--- src/rtl/hcls_pkg.sv ---
// Shared types, character codes and the extension classifier for the request-line classifier.
package hcls_pkg;

    // Request text characters
    localparam logic [7:0] CH_SPACE = 8'h20;
    localparam logic [7:0] CH_DOT   = 8'h2E;

    // Extension tracking: bytes kept after the last dot, and the too-long mark
    localparam logic [2:0] EXT_MAX  = 3'd4;
    localparam logic [2:0] EXT_LONG = 3'd5;

    // Record queue between parser and classifier
    localparam int QUEUE_DEPTH = 4;
    localparam int QPTR_W      = $clog2(QUEUE_DEPTH);
    localparam int QCNT_W      = $clog2(QUEUE_DEPTH + 1);

    typedef enum logic [1:0] {
        PH_METHOD = 2'd0,
        PH_SKIP   = 2'd1,
        PH_RES    = 2'd2,
        PH_DONE   = 2'd3
    } t_phase;

    typedef enum logic [2:0] {
        MIME_NONE = 3'd0,
        MIME_HTML = 3'd1,
        MIME_CSS  = 3'd2,
        MIME_JS   = 3'd3,
        MIME_JPEG = 3'd4,
        MIME_PNG  = 3'd5,
        MIME_ICON = 3'd6
    } t_mime;

    typedef struct packed {
        logic [7:0] req_byte;
        logic       first;
    } t_request;

    typedef struct packed {
        logic [3:0] method_length;
        logic [9:0] resource_length;
        logic       empty_resource;
        logic       client_side;
        t_mime      mime_code;
        logic       overflow;
    } t_result;

    // Raw parse record handed from the parser to the classifier
    typedef struct packed {
        logic [3:0]      method_len;
        logic [9:0]      res_len;
        logic            is_empty;
        logic            is_short;
        logic            dot_any;
        logic            dot_past;
        logic [3:0][7:0] ext_bytes;
        logic [2:0]      ext_count;
        logic            overflow;
    } t_record;

    // Map the text after the last dot to a MIME code
    function automatic t_mime mime_of(input t_record rec);
        t_mime      code;
        logic [15:0] w2;
        logic [23:0] w3;
        logic [31:0] w4;
        w2   = {rec.ext_bytes[0], rec.ext_bytes[1]};
        w3   = {rec.ext_bytes[0], rec.ext_bytes[1], rec.ext_bytes[2]};
        w4   = {rec.ext_bytes[0], rec.ext_bytes[1], rec.ext_bytes[2], rec.ext_bytes[3]};
        code = MIME_NONE;
        if (!rec.is_empty && !rec.is_short && rec.dot_past) begin
            case (rec.ext_count)
                3'd2: begin
                    if (w2 == "js") code = MIME_JS;
                end
                3'd3: begin
                    if (w3 == "css")      code = MIME_CSS;
                    else if (w3 == "jpg") code = MIME_JPEG;
                    else if (w3 == "png") code = MIME_PNG;
                    else if (w3 == "ico") code = MIME_ICON;
                end
                3'd4: begin
                    if (w4 == "html")      code = MIME_HTML;
                    else if (w4 == "jpeg") code = MIME_JPEG;
                end
                default: code = MIME_NONE;
            endcase
        end
        return code;
    endfunction

    // Turn a parse record into the result beat
    function automatic t_result classify(input t_record rec);
        t_result res;
        res.method_length   = rec.method_len;
        res.resource_length = rec.res_len;
        res.empty_resource  = rec.is_empty;
        res.client_side     = rec.is_empty | rec.dot_any;
        res.mime_code       = mime_of(rec);
        res.overflow        = rec.overflow;
        return res;
    endfunction

endpackage

--- src/rtl/hcls_front.sv ---
// Byte parser: tracks method, resource, dots and extension, emits one record per request closed by a space.
module hcls_front import hcls_pkg::*; #(
    parameter int METHOD_LIMIT   = 10,
    parameter int RESOURCE_LIMIT = 1023,
    localparam int RES_W         = $clog2(RESOURCE_LIMIT + 1)
) (
    input  logic     i_clk,
    input  logic     i_rst_n,
    input  logic     i_valid,
    input  t_request i_request,
    output logic     o_push,
    output t_record  o_record
);

    t_phase           r_phase, n_phase, cur_phase;
    logic [3:0]       r_mcnt, n_mcnt, cur_mcnt;
    logic [RES_W-1:0] r_rcnt, n_rcnt, cur_rcnt;
    logic             r_dot_any, n_dot_any, cur_dot_any;
    logic             r_dot_past, n_dot_past, cur_dot_past;
    logic [3:0][7:0]  r_ext, n_ext;
    logic [2:0]       r_ecnt, n_ecnt, cur_ecnt;
    logic             r_ovf, n_ovf, cur_ovf;
    logic [RES_W+9:0] rcnt_wide;
    logic             is_space;
    logic             is_dot;

    // A first beat starts from a cleared parse
    always_comb begin
        cur_phase    = i_request.first ? PH_METHOD : r_phase;
        cur_mcnt     = i_request.first ? '0 : r_mcnt;
        cur_rcnt     = i_request.first ? '0 : r_rcnt;
        cur_dot_any  = i_request.first ? 1'b0 : r_dot_any;
        cur_dot_past = i_request.first ? 1'b0 : r_dot_past;
        cur_ecnt     = i_request.first ? '0 : r_ecnt;
        cur_ovf      = i_request.first ? 1'b0 : r_ovf;
    end

    assign is_space = (i_request.req_byte == CH_SPACE);
    assign is_dot   = (i_request.req_byte == CH_DOT);

    // Next phase
    always_comb begin
        n_phase = cur_phase;
        case (cur_phase)
            PH_METHOD: begin
                if (is_space) n_phase = PH_SKIP;
            end
            PH_SKIP:   n_phase = PH_RES;
            PH_RES: begin
                if (is_space) n_phase = PH_DONE;
            end
            PH_DONE:   n_phase = PH_DONE;
            default:   n_phase = PH_METHOD;
        endcase
    end

    // Counters, dot tracking and extension capture
    always_comb begin
        n_mcnt     = cur_mcnt;
        n_rcnt     = cur_rcnt;
        n_dot_any  = cur_dot_any;
        n_dot_past = cur_dot_past;
        n_ext      = r_ext;
        n_ecnt     = cur_ecnt;
        n_ovf      = cur_ovf;
        case (cur_phase)
            PH_METHOD: begin
                if (!is_space) begin
                    if (cur_mcnt < 4'(METHOD_LIMIT)) n_mcnt = cur_mcnt + 4'd1;
                    else                             n_ovf  = 1'b1;
                end
            end
            PH_RES: begin
                if (!is_space) begin
                    if (is_dot) begin
                        n_dot_any = 1'b1;
                        if (cur_rcnt != '0) begin
                            n_dot_past = 1'b1;
                            n_ecnt     = '0;
                        end
                    end else if (cur_dot_past) begin
                        if (cur_ecnt < EXT_MAX) begin
                            n_ext[cur_ecnt[1:0]] = i_request.req_byte;
                            n_ecnt               = cur_ecnt + 3'd1;
                        end else begin
                            n_ecnt = EXT_LONG;
                        end
                    end
                    if (cur_rcnt < RES_W'(RESOURCE_LIMIT)) n_rcnt = cur_rcnt + RES_W'(1);
                    else                                   n_ovf  = 1'b1;
                end
            end
            default: begin
                n_mcnt = cur_mcnt;
            end
        endcase
    end

    // Build the record at the space that closes the resource
    assign rcnt_wide = (RES_W + 10)'(cur_rcnt);

    always_comb begin
        o_push             = i_valid && (cur_phase == PH_RES) && is_space;
        o_record.method_len = cur_mcnt;
        o_record.res_len    = rcnt_wide[9:0];
        o_record.is_empty   = (cur_rcnt == '0);
        o_record.is_short   = (cur_rcnt < RES_W'(3));
        o_record.dot_any    = cur_dot_any;
        o_record.dot_past   = cur_dot_past;
        o_record.ext_bytes  = r_ext;
        o_record.ext_count  = cur_ecnt;
        o_record.overflow   = cur_ovf;
    end

    // Advance parse state on each accepted beat
    always_ff @(posedge i_clk) begin
        if (!i_rst_n) begin
            r_phase    <= PH_METHOD;
            r_mcnt     <= '0;
            r_rcnt     <= '0;
            r_dot_any  <= 1'b0;
            r_dot_past <= 1'b0;
            r_ecnt     <= '0;
            r_ovf      <= 1'b0;
        end else if (i_valid) begin
            r_phase    <= n_phase;
            r_mcnt     <= n_mcnt;
            r_rcnt     <= n_rcnt;
            r_dot_any  <= n_dot_any;
            r_dot_past <= n_dot_past;
            r_ecnt     <= n_ecnt;
            r_ovf      <= n_ovf;
        end
    end

    always_ff @(posedge i_clk) begin
        if (i_valid) begin
            r_ext <= n_ext;
        end
    end

    a_method_sat: assert property (@(posedge i_clk) disable iff (!i_rst_n)
        r_mcnt <= 4'(METHOD_LIMIT))
        else $error("method count passed its limit");

    a_push_done: assert property (@(posedge i_clk) disable iff (!i_rst_n)
        o_push |=> r_phase == PH_DONE)
        else $error("record pushed without closing the request");

    a_dot_past: assert property (@(posedge i_clk) disable iff (!i_rst_n)
        r_dot_past |-> r_dot_any)
        else $error("extension dot recorded without any dot");

endmodule

--- src/rtl/hcls_queue.sv ---
// Short record queue between the parser and the classifier.
module hcls_queue import hcls_pkg::*; (
    input  logic    i_clk,
    input  logic    i_rst_n,
    input  logic    i_push,
    input  t_record i_data,
    output logic    o_full,
    input  logic    i_pop,
    output logic    o_empty,
    output t_record o_data
);

    t_record           r_mem [QUEUE_DEPTH];
    logic [QPTR_W-1:0] r_wptr, r_rptr;
    logic [QCNT_W-1:0] r_count, n_count;

    assign o_full  = (r_count == QCNT_W'(QUEUE_DEPTH));
    assign o_empty = (r_count == '0);
    assign o_data  = r_mem[r_rptr];

    // Track fill level
    always_comb begin
        n_count = r_count;
        if (i_push && !i_pop)      n_count = r_count + QCNT_W'(1);
        else if (!i_push && i_pop) n_count = r_count - QCNT_W'(1);
    end

    always_ff @(posedge i_clk) begin
        if (!i_rst_n) begin
            r_wptr  <= '0;
            r_rptr  <= '0;
            r_count <= '0;
        end else begin
            if (i_push) r_wptr <= r_wptr + QPTR_W'(1);
            if (i_pop)  r_rptr <= r_rptr + QPTR_W'(1);
            r_count <= n_count;
        end
    end

    // Store pushed records
    always_ff @(posedge i_clk) begin
        if (i_push) begin
            r_mem[r_wptr] <= i_data;
        end
    end

    a_no_overrun: assert property (@(posedge i_clk) disable iff (!i_rst_n)
        i_push |-> !o_full || i_pop)
        else $error("record pushed into a full queue");

    a_ptr_count: assert property (@(posedge i_clk) disable iff (!i_rst_n)
        QPTR_W'(r_wptr - r_rptr) == QPTR_W'(r_count))
        else $error("queue pointers disagree with fill count");

endmodule

--- src/rtl/hcls_back.sv ---
// Classifier and result register: turns queued records into result beats.
module hcls_back import hcls_pkg::*; (
    input  logic    i_clk,
    input  logic    i_rst_n,
    input  logic    i_q_empty,
    input  t_record i_q_data,
    output logic    o_q_pop,
    output logic    o_empty,
    input  logic    i_pop,
    output t_result o_result
);

    logic    r_valid;
    t_result r_result;
    logic    load;

    // Refill the result register when it is free or being taken
    assign load    = !r_valid || i_pop;
    assign o_q_pop = load && !i_q_empty;
    assign o_empty = !r_valid;
    assign o_result = r_result;

    always_ff @(posedge i_clk) begin
        if (!i_rst_n) begin
            r_valid <= 1'b0;
        end else if (load) begin
            r_valid <= !i_q_empty;
        end
    end

    always_ff @(posedge i_clk) begin
        if (o_q_pop) begin
            r_result <= classify(i_q_data);
        end
    end

    a_pop_fills: assert property (@(posedge i_clk) disable iff (!i_rst_n)
        o_q_pop |=> r_valid)
        else $error("record taken from queue but result not held");

endmodule

--- src/rtl/http_request_line_classifier.sv ---
// Top level of the HTTP request-line classifier: parser, record queue, classifier.
//
//  channel   direction  handshake            beat
//  request   in         i_push / o_full      i_request (req_byte, first)
//  result    out        o_empty / i_pop      o_result (lengths, flags, mime_code)
//
// One request byte is taken every cycle while o_full is low; the parser updates
// its counters in the cycle the beat is taken.
// The edge that takes the closing space writes the record into the queue; the record
// then moves into the result register once that register is free or being popped.
// The four-entry record queue and the result register let the result side stall
// without holding the byte stream; o_full rises only when all of them are occupied.
// Synchronous active-low reset returns the parser to the method phase and empties
// the queue; no clearing pass is needed.
module http_request_line_classifier import hcls_pkg::*; #(
    parameter int METHOD_LIMIT   = 10,
    parameter int RESOURCE_LIMIT = 1023
) (
    input  logic     i_clk,
    input  logic     i_rst_n,
    input  logic     i_push,
    output logic     o_full,
    input  t_request i_request,
    output logic     o_empty,
    input  logic     i_pop,
    output t_result  o_result
);

    logic    accept;
    logic    rec_push;
    t_record rec_in;
    logic    q_empty;
    logic    q_pop;
    t_record q_data;

    assign accept = i_push && !o_full;

    hcls_front #(
        .METHOD_LIMIT   (METHOD_LIMIT),
        .RESOURCE_LIMIT (RESOURCE_LIMIT)
    ) u_front (
        .i_clk     (i_clk),
        .i_rst_n   (i_rst_n),
        .i_valid   (accept),
        .i_request (i_request),
        .o_push    (rec_push),
        .o_record  (rec_in)
    );

    hcls_queue u_queue (
        .i_clk   (i_clk),
        .i_rst_n (i_rst_n),
        .i_push  (rec_push),
        .i_data  (rec_in),
        .o_full  (o_full),
        .i_pop   (q_pop),
        .o_empty (q_empty),
        .o_data  (q_data)
    );

    hcls_back u_back (
        .i_clk     (i_clk),
        .i_rst_n   (i_rst_n),
        .i_q_empty (q_empty),
        .i_q_data  (q_data),
        .o_q_pop   (q_pop),
        .o_empty   (o_empty),
        .i_pop     (i_pop),
        .o_result  (o_result)
    );

endmodule

--- config.mk ---
export PLATFORM = sky130hd
export DESIGN_NAME = http_request_line_classifier
export DESIGN_NICKNAME = d
export VERILOG_FILES = /design/src/rtl/hcls_pkg.sv /design/src/rtl/hcls_front.sv /design/src/rtl/hcls_queue.sv /design/src/rtl/hcls_back.sv /design/src/rtl/http_request_line_classifier.sv
export SDC_FILE = /design/constraint.sdc
export NUM_CORES = 1
export LEC_CHECK = 0
export BUFFER_PORTS_ARGS = -buffer_cell sky130_fd_sc_hd__buf_2
export CORE_ASPECT_RATIO = 0.9
export CORE_MARGIN = 5
export CORE_UTILIZATION = 50
export DETAILED_ROUTE_END_ITERATION = 16
export HOLD_SLACK_MARGIN = 0.03
export PLACE_DENSITY_LB_ADDON = 0.12
export SLEW_MARGIN = 25
export SYNTH_ARGS = -nofsm -noshare
export SYNTH_HDL_FRONTEND = slang
export SYNTH_HIERARCHICAL = 1
export SYNTH_SLANG_ARGS = --single-unit
--- constraint.sdc ---
create_clock -name i_clk -period 5.9 [get_ports i_clk]
set_input_delay 0.59 -clock i_clk [delete_from_list [all_inputs] [get_ports i_clk]]
set_output_delay 0.59 -clock i_clk [all_outputs]
set_load 0.01 [all_outputs]
==> impl_results.md, run 1 <==
- Critical Path AT: 3.54 ns
- Mapped Cells: 626
- DRC violations left: 0
- Sequential fraction of design power: 0.485
- Post-Synth Simple-Gate Area: 0.0865
- Post-layout nets: 702
- Share of layout cells above drive strength 1: 0.230
- Yosys reg bits: 300
- Die area: 26700 µm²
- Final hold violation count: 0
- CTS tree: built
- Most common cell after layout, fill and taps aside: edfxtp_1
- Power Dens Cells: 395 nW/µm²
- M1 wire length: 11.5 mm
- Post-layout minimum cycle time: 3.33 ns
- P&R area growth vs syn: 12.7%
- Switching pwr: 1.24 mW
- Period utilization: 0.565
- Final setup fails: 0
- First-pass GRT wire length: 35.1 mm
- Crit start category: flip-flop
- I/O pins: 35
- Headroom to the max-slew limit: 0.345
- Area share of xor/xnor cells in the synthesized design: 0.00372
- CP required: 6.11 ns
- Compound-gate portion of the synthesized area: 0.0298
- CTS sink cnt: 300
- Met2 WL: 10.0 mm
- CTS Buffer Depth: 3
- Crit Path Class: flip-flop to flip-flop
- IO Port Bufs: 34
- Async SR Flop Fraction: 0
- RSZ-0062 raised after global routing: false
- Post-DR wirelength/cell: 23.1 µm
- RD Place Congestion: 0.844
- Mux cell area share after synthesis: 0.108
- Distinct cells, synth: 66
- Top layer in use: met4
- Mapped Avg Cell Area: 18.8 µm²
- Resized cells post-CTS: 0
- Overall routing resource usage: 0.175
- Comb power frac: 0.128
- Largest net degree at the start of global routing: 44
- Least-Margin Pin Slew: 0.982 ns
- Max_cap viols: 0
- Top_reg_cell synth: edfxtp_1
- Most frequent cells in the layout: 268 x edfxtp_1, 50 x mux4_2, 34 x buf_2
- CTS Buf Count: 30
- Die height: 156 µm
- H-tree levels: 1
- Post-synth EDFFs: 268
- Outcome: finished clean
- Post-Syn Area: 11800 µm²
- Seq/Total Area, Yosys: 0.737
- Adder-Cell Fraction of Synth Area: 0.0134
- Syn_nets: 651
- Peak VDD IR: 0.228 mV
- Sw Ratio: 0.236
- Via count of the first global-routing pass: 5836
- Clock share of power: 0.387
- Grt ovf: 0
- DP Wirelength: 15.1 mm
- Crit Path Max Fanout: 34
- Vias/cell: 5.85
- Die Wd: 172 µm
- Yosys warnings: 6
- Pre-Repair DR Iteration Count: 5
- Main combinational cell family by area after synthesis: multiplexers
- Clk slew on worst S/H paths: 0.06 ns
- Std cell rows: 53
- Setup bufs post-CTS: 0
- Clock latency on the worst-skew pair: 0.55 ns
- CP endpoint kind: flip-flop
- Setup tns final: 0 ns
- Clock Skew: 0.0142 ns
- Met3 WL post-DR: 1.22 mm
- Initial Util: 0.506
- Via count: 5874
- P_int: 4.01 mW
- Hold Buf Count CTS: 0
- WL final: 23.2 mm
- Fill cells: 1749
- Core Region: 23300 µm²
- P_leak: 4.37 nW
- Pins over their slew limit: 0
- DRT antenna net count: 0
- Final hold slack: 0.281 ns
- Initial antenna violation count: 0
- Tightest Hold Check Type: primary input to flip-flop
- DR iter-0 viols: 539
- Fmax: 0.300 GHz
- Clock root buffer: clkbuf_16
-- per-layer routing --
| metal | track usage | up-vias |
|---|---|---|
| li1 | - | 2614 |
| met1 | 0.293 | 3038 |
| met2 | 0.246 | 186 |
| met3 | 0.0253 | 36 |
| met4 | 0.0408 | 0 |
| met5 | 0 | - |
-- synth_stat cells, drive strengths merged, types with 3 or more instances --
master    n  area [µm²]
or3       5        31.3
nand3b    3        22.5
and4b     4        41.3
mux4     54        1230
nor3      9        55.1
edfxtp  268        8050
and3      4        25.0
nor2     20        75.1
inv      16        60.1
nor4b     4        41.3
nor4      4        46.3
o31ai     3        22.5
nand3    11        55.1
nand2b    9        63.8
nor2b    24         158
clkbuf    8        31.3
ha       11         138
nor3b     6        50.1
nand4     5        31.3
a21o      4        30.0
nand2    22        82.6
nand4b    7        76.3
a31oi     7        43.8
and2     13        81.3
buf      14         159
o21ai     7        35.0
o211ai    3        22.5
a21oi    17        88.8
mux2i     3        30.0
dfxtp    32         641
xor2      3        26.3
-- path summary, 6_finish.rpt --
kind                               endpoint                            start  slack (ns)  cells past startpoint
max reg2reg   u_queue/r_mem[0][4]$_DFFE_PP_  u_queue/r_count[0]$_SDFFE_PN0P_        2.57                      6
min reg2reg      u_front/r_ovf$_SDFFE_PN0P_       u_front/r_ovf$_SDFFE_PN0P_        0.48                      2
min          u_front/o_record[25]$_DFFE_PP_                     i_request[6]        0.28                      1
max           u_queue/r_mem[0][4]$_DFFE_PP_  u_queue/r_count[0]$_SDFFE_PN0P_        2.57                      6
-- layout make-up --
cell class	instances	area, µm²	share of cell area
clock inverters	23	289	0.0218
multi-input cells	288	2850	0.215
flip-flops and latches	300	8700	0.655
diodes	1	2.50	0.000188
inverters	16	60.1	0.00452
repair buffers	41	223	0.0168
well taps	302	378	0.0284
clock buffers	33	783	0.0590
-- critical path, cell delays in order, from the launching register on --
cell and delay (ns):
dfxtp_1 0.42, nor3b_1 0.13, nor2b_4 0.32, nand2_1 0.22
nor2_1 0.51, and2_2 0.92, buf_4 0.45
-- flip-flops by register name, summed over array words and instances (netlist names), named ones only --
register / flops
u_front/r_ovf: 1
u_front/r_dot_past: 1
u_queue/r_wptr: 2
u_back/o_result: 20
u_front/r_mcnt: 4
u_front/r_phase: 2
u_queue/r_rptr: 2
u_front/r_dot_any: 1
u_back/r_valid: 1
u_queue/r_mem: 216
u_front/r_ecnt: 3
u_front/o_record: 32
u_front/r_rcnt: 10
u_queue/r_count: 3
-- through the flow --
stage          setup slack, ns  utilization  instances  instance area (µm²)  power, mW
2_1_floorplan             2.52            -        626                11800       3.09
3_3_place_gp              2.25        0.524        947                12200       3.26
3_5_place_dp              2.15        0.525        947                12200       3.28
4_1_cts                   2.50        0.571       1003                13300       5.31
5_1_grt                   2.20        0.571       1003                13300       5.45
6_report                  2.57        0.571       1004                13300       5.25
-- cells by family (layout without fill, tap and decap cells) --
logic type,Yosys count,after routing
AOI/OAI and AO/OA,54,54
xor gates and xnor gates,5,5
adders and majority gates,12,12
buffers and inverters,38,113
DFF,300,300
muxes,58,58
other,0,1
and+or+nand+nor,159,159
-- power by group through the flow --
stage / registers, mW / clock network (mW) / logic [mW]
floorplan: 2.52 / 0 / 0.569
global placement: 2.59 / 0 / 0.672
detailed placement: 2.60 / 0 / 0.680
CTS: 2.55 / 2.07 / 0.684
global route: 2.57 / 2.15 / 0.729
finish: 2.55 / 2.03 / 0.672
Note: power is estimated with default switching activity, not from simulation.
==> run 2: changes to the inputs <==
==> constraint.sdc (replaced) <==
create_clock -name i_clk -period 3.34 [get_ports i_clk]
set_input_delay 0.334 -clock i_clk [delete_from_list [all_inputs] [get_ports i_clk]]
set_output_delay 0.334 -clock i_clk [all_outputs]
set_load 0.01 [all_outputs]
==> impl_results.md, run 2 (synthesis results as in run 1) <==
- Outcome: finished clean
- H-tree levels: 1
- CP required: 3.80 ns
- CP Cell Sequence: dlygate4sd3_1 > buf_2 > or4b_4 > nand2b_4 > nor2_1 > ha_1 > inv_1 > fa_1 > xor2_1 > or3_1 > a21boi_0
- CP endpoint kind: flip-flop
- Largest net degree at the start of global routing: 55
- Crit start category: primary input
- Overall routing resource usage: 0.171
- Clk slew on worst S/H paths: 0.06 ns
- Grt ovf: 0
- WL final: 22.4 mm
- Die area: 26700 µm²
- Resized cells post-CTS: 0
- Post-DR wirelength/cell: 22.1 µm
- Hold Buf Count CTS: 3
- Non-filler cells in the finished layout: 1016
- Die height: 156 µm
- I/O pins: 35
- Period utilization: 0.882
- Post-route cell area: 13300 µm²
- CTS Buffer Depth: 3
- Max_cap viols: 0
- P_leak: 4.42 nW
- IO Port Bufs: 34
- CTS Buf Count: 30
- Std cell rows: 53
- P&R area growth vs syn: 13.2%
- Crit Path Max Fanout: 6
- DR iter-0 viols: 518
- Least-Margin Pin Slew: 0.622 ns
- Final setup fails: 0
- Final core utilization: 0.573
- Via count: 5846
- Tightest Hold Check Type: primary input to flip-flop
- Final hold slack: 0.0484 ns
- R2r setup slk: 0.63 ns
- Most common cell after layout, fill and taps aside: edfxtp_1
- Share of layout cells above drive strength 1: 0.231
- Critical Path AT: 3.40 ns
- Critical path endpoint: u_queue/r_count[2]$_SDFFE_PN0P_
- Pins over their slew limit: 0
- Setup tns final: 0 ns
- CTS sink cnt: 300
- Final hold violation count: 0
- Headroom to the max-slew limit: 0.582
- Clock root buffer: clkbuf_16
- Initial Util: 0.506
- First-pass GRT wire length: 35.0 mm
- Ant. Diodes: 0
- Place WS: 0.392 ns
- DRC violations left: 0
- Cell Area, Placed: 12300 µm²
- Clock latency on the worst-skew pair: 0.54 ns
- Die Wd: 172 µm
- Pre-Repair DR Iteration Count: 5
- Slowest stage delay, CP: 0.56 ns
- Crit Path Class: primary input to flip-flop
- Largest Register: u_queue/r_mem
- Worst Setup SP: i_request[8]
- Peak VDD IR: 0.574 mV
- Clock Skew: 0.0165 ns
- Tot Pwr: 8.89 mW
- Setup slack after layout: 0.395 ns
- Post-layout minimum cycle time: 2.94 ns
- Core Region: 23300 µm²
- Post-layout nets: 715
- Vias/cell: 5.75
- Most frequent cells in the layout: 268 x edfxtp_1, 50 x mux4_2, 34 x buf_2
- Fmax: 0.340 GHz
- RSZ-0062 raised after global routing: false
- Via count of the first global-routing pass: 6023
- DRT antenna net count: 0
- Worst R2R Path Depth: 7
- Initial antenna violation count: 0
- Setup bufs post-CTS: 0
- DP Wirelength: 14.2 mm
- Max reg flops: 216
- RD Place Congestion: 0.900
- Placed instance count: 957
- Max stage delay cell, worst path: or4b_4
- CTS tree: built
- Power Dens Cells: 667 nW/µm²
- RR Endpoint: u_back/o_result[3]$_SDFFCE_PN0P_
-- run 2: final cells by class --
cell class / count / area (µm²)
timing repair buffer: 54 / 390
fill: 1743 / 9940
tap: 302 / 378
clock inverter: 13 / 113
sequential: 300 / 8690
clock buffer: 43 / 851
inverter: 16 / 60.1
multi-input combinational: 288 / 2850
-- run 2: routing by layer --
layer,share of wire,routed length (µm),vias to the layer above,track usage
li1,-,-,2642,-
met1,0.49,11100,3017,0.278
met2,0.45,9980,161,0.250
met3,0.045,1000,26,0.0271
met4,0.017,382,0,0.0333
met5,0,0,-,0
-- run 2: critical path: cells and delay by family --
| family | cells | cell delay (ns) |
|---|---|---|
| and+or+nand+nor | 4 | 1.35 |
| buffers and inverters | 3 | 0.75 |
| adders and majority gates | 2 | 0.61 |
| xor gates and xnor gates | 1 | 0.18 |
| AOI/OAI and AO/OA | 1 | 0.18 |
-- run 2: worst min path at each step --
stage | start | to | slack, ns | cells past startpoint
6_report | i_request[5] | u_front/o_record[24]$_DFFE_PP_ | 0.05 | 1
5_1_grt | i_request[5] | u_front/o_record[24]$_DFFE_PP_ | 0.04 | 1
4_1_cts | i_request[5] | u_front/o_record[32]$_DFFE_PP_ | 0.03 | 1
3_5_place_dp | u_front/r_mcnt[3]$_SDFFE_PN0P_ | u_front/r_mcnt[3]$_SDFFE_PN0P_ | 0.47 | 2
3_3_place_gp | u_front/r_ecnt[0]$_SDFFE_PN0P_ | u_front/r_ecnt[0]$_SDFFE_PN0P_ | 0.46 | 1
2_1_floorplan | u_front/r_mcnt[3]$_SDFFE_PN0P_ | u_front/r_mcnt[3]$_SDFFE_PN0P_ | 0.43 | 2
-- run 2: power by group --
group          internal, mW  switching, mW
clock                  1.92           1.30
sequential             4.25         0.0994
combinational         0.619          0.701
total                  6.79           2.10
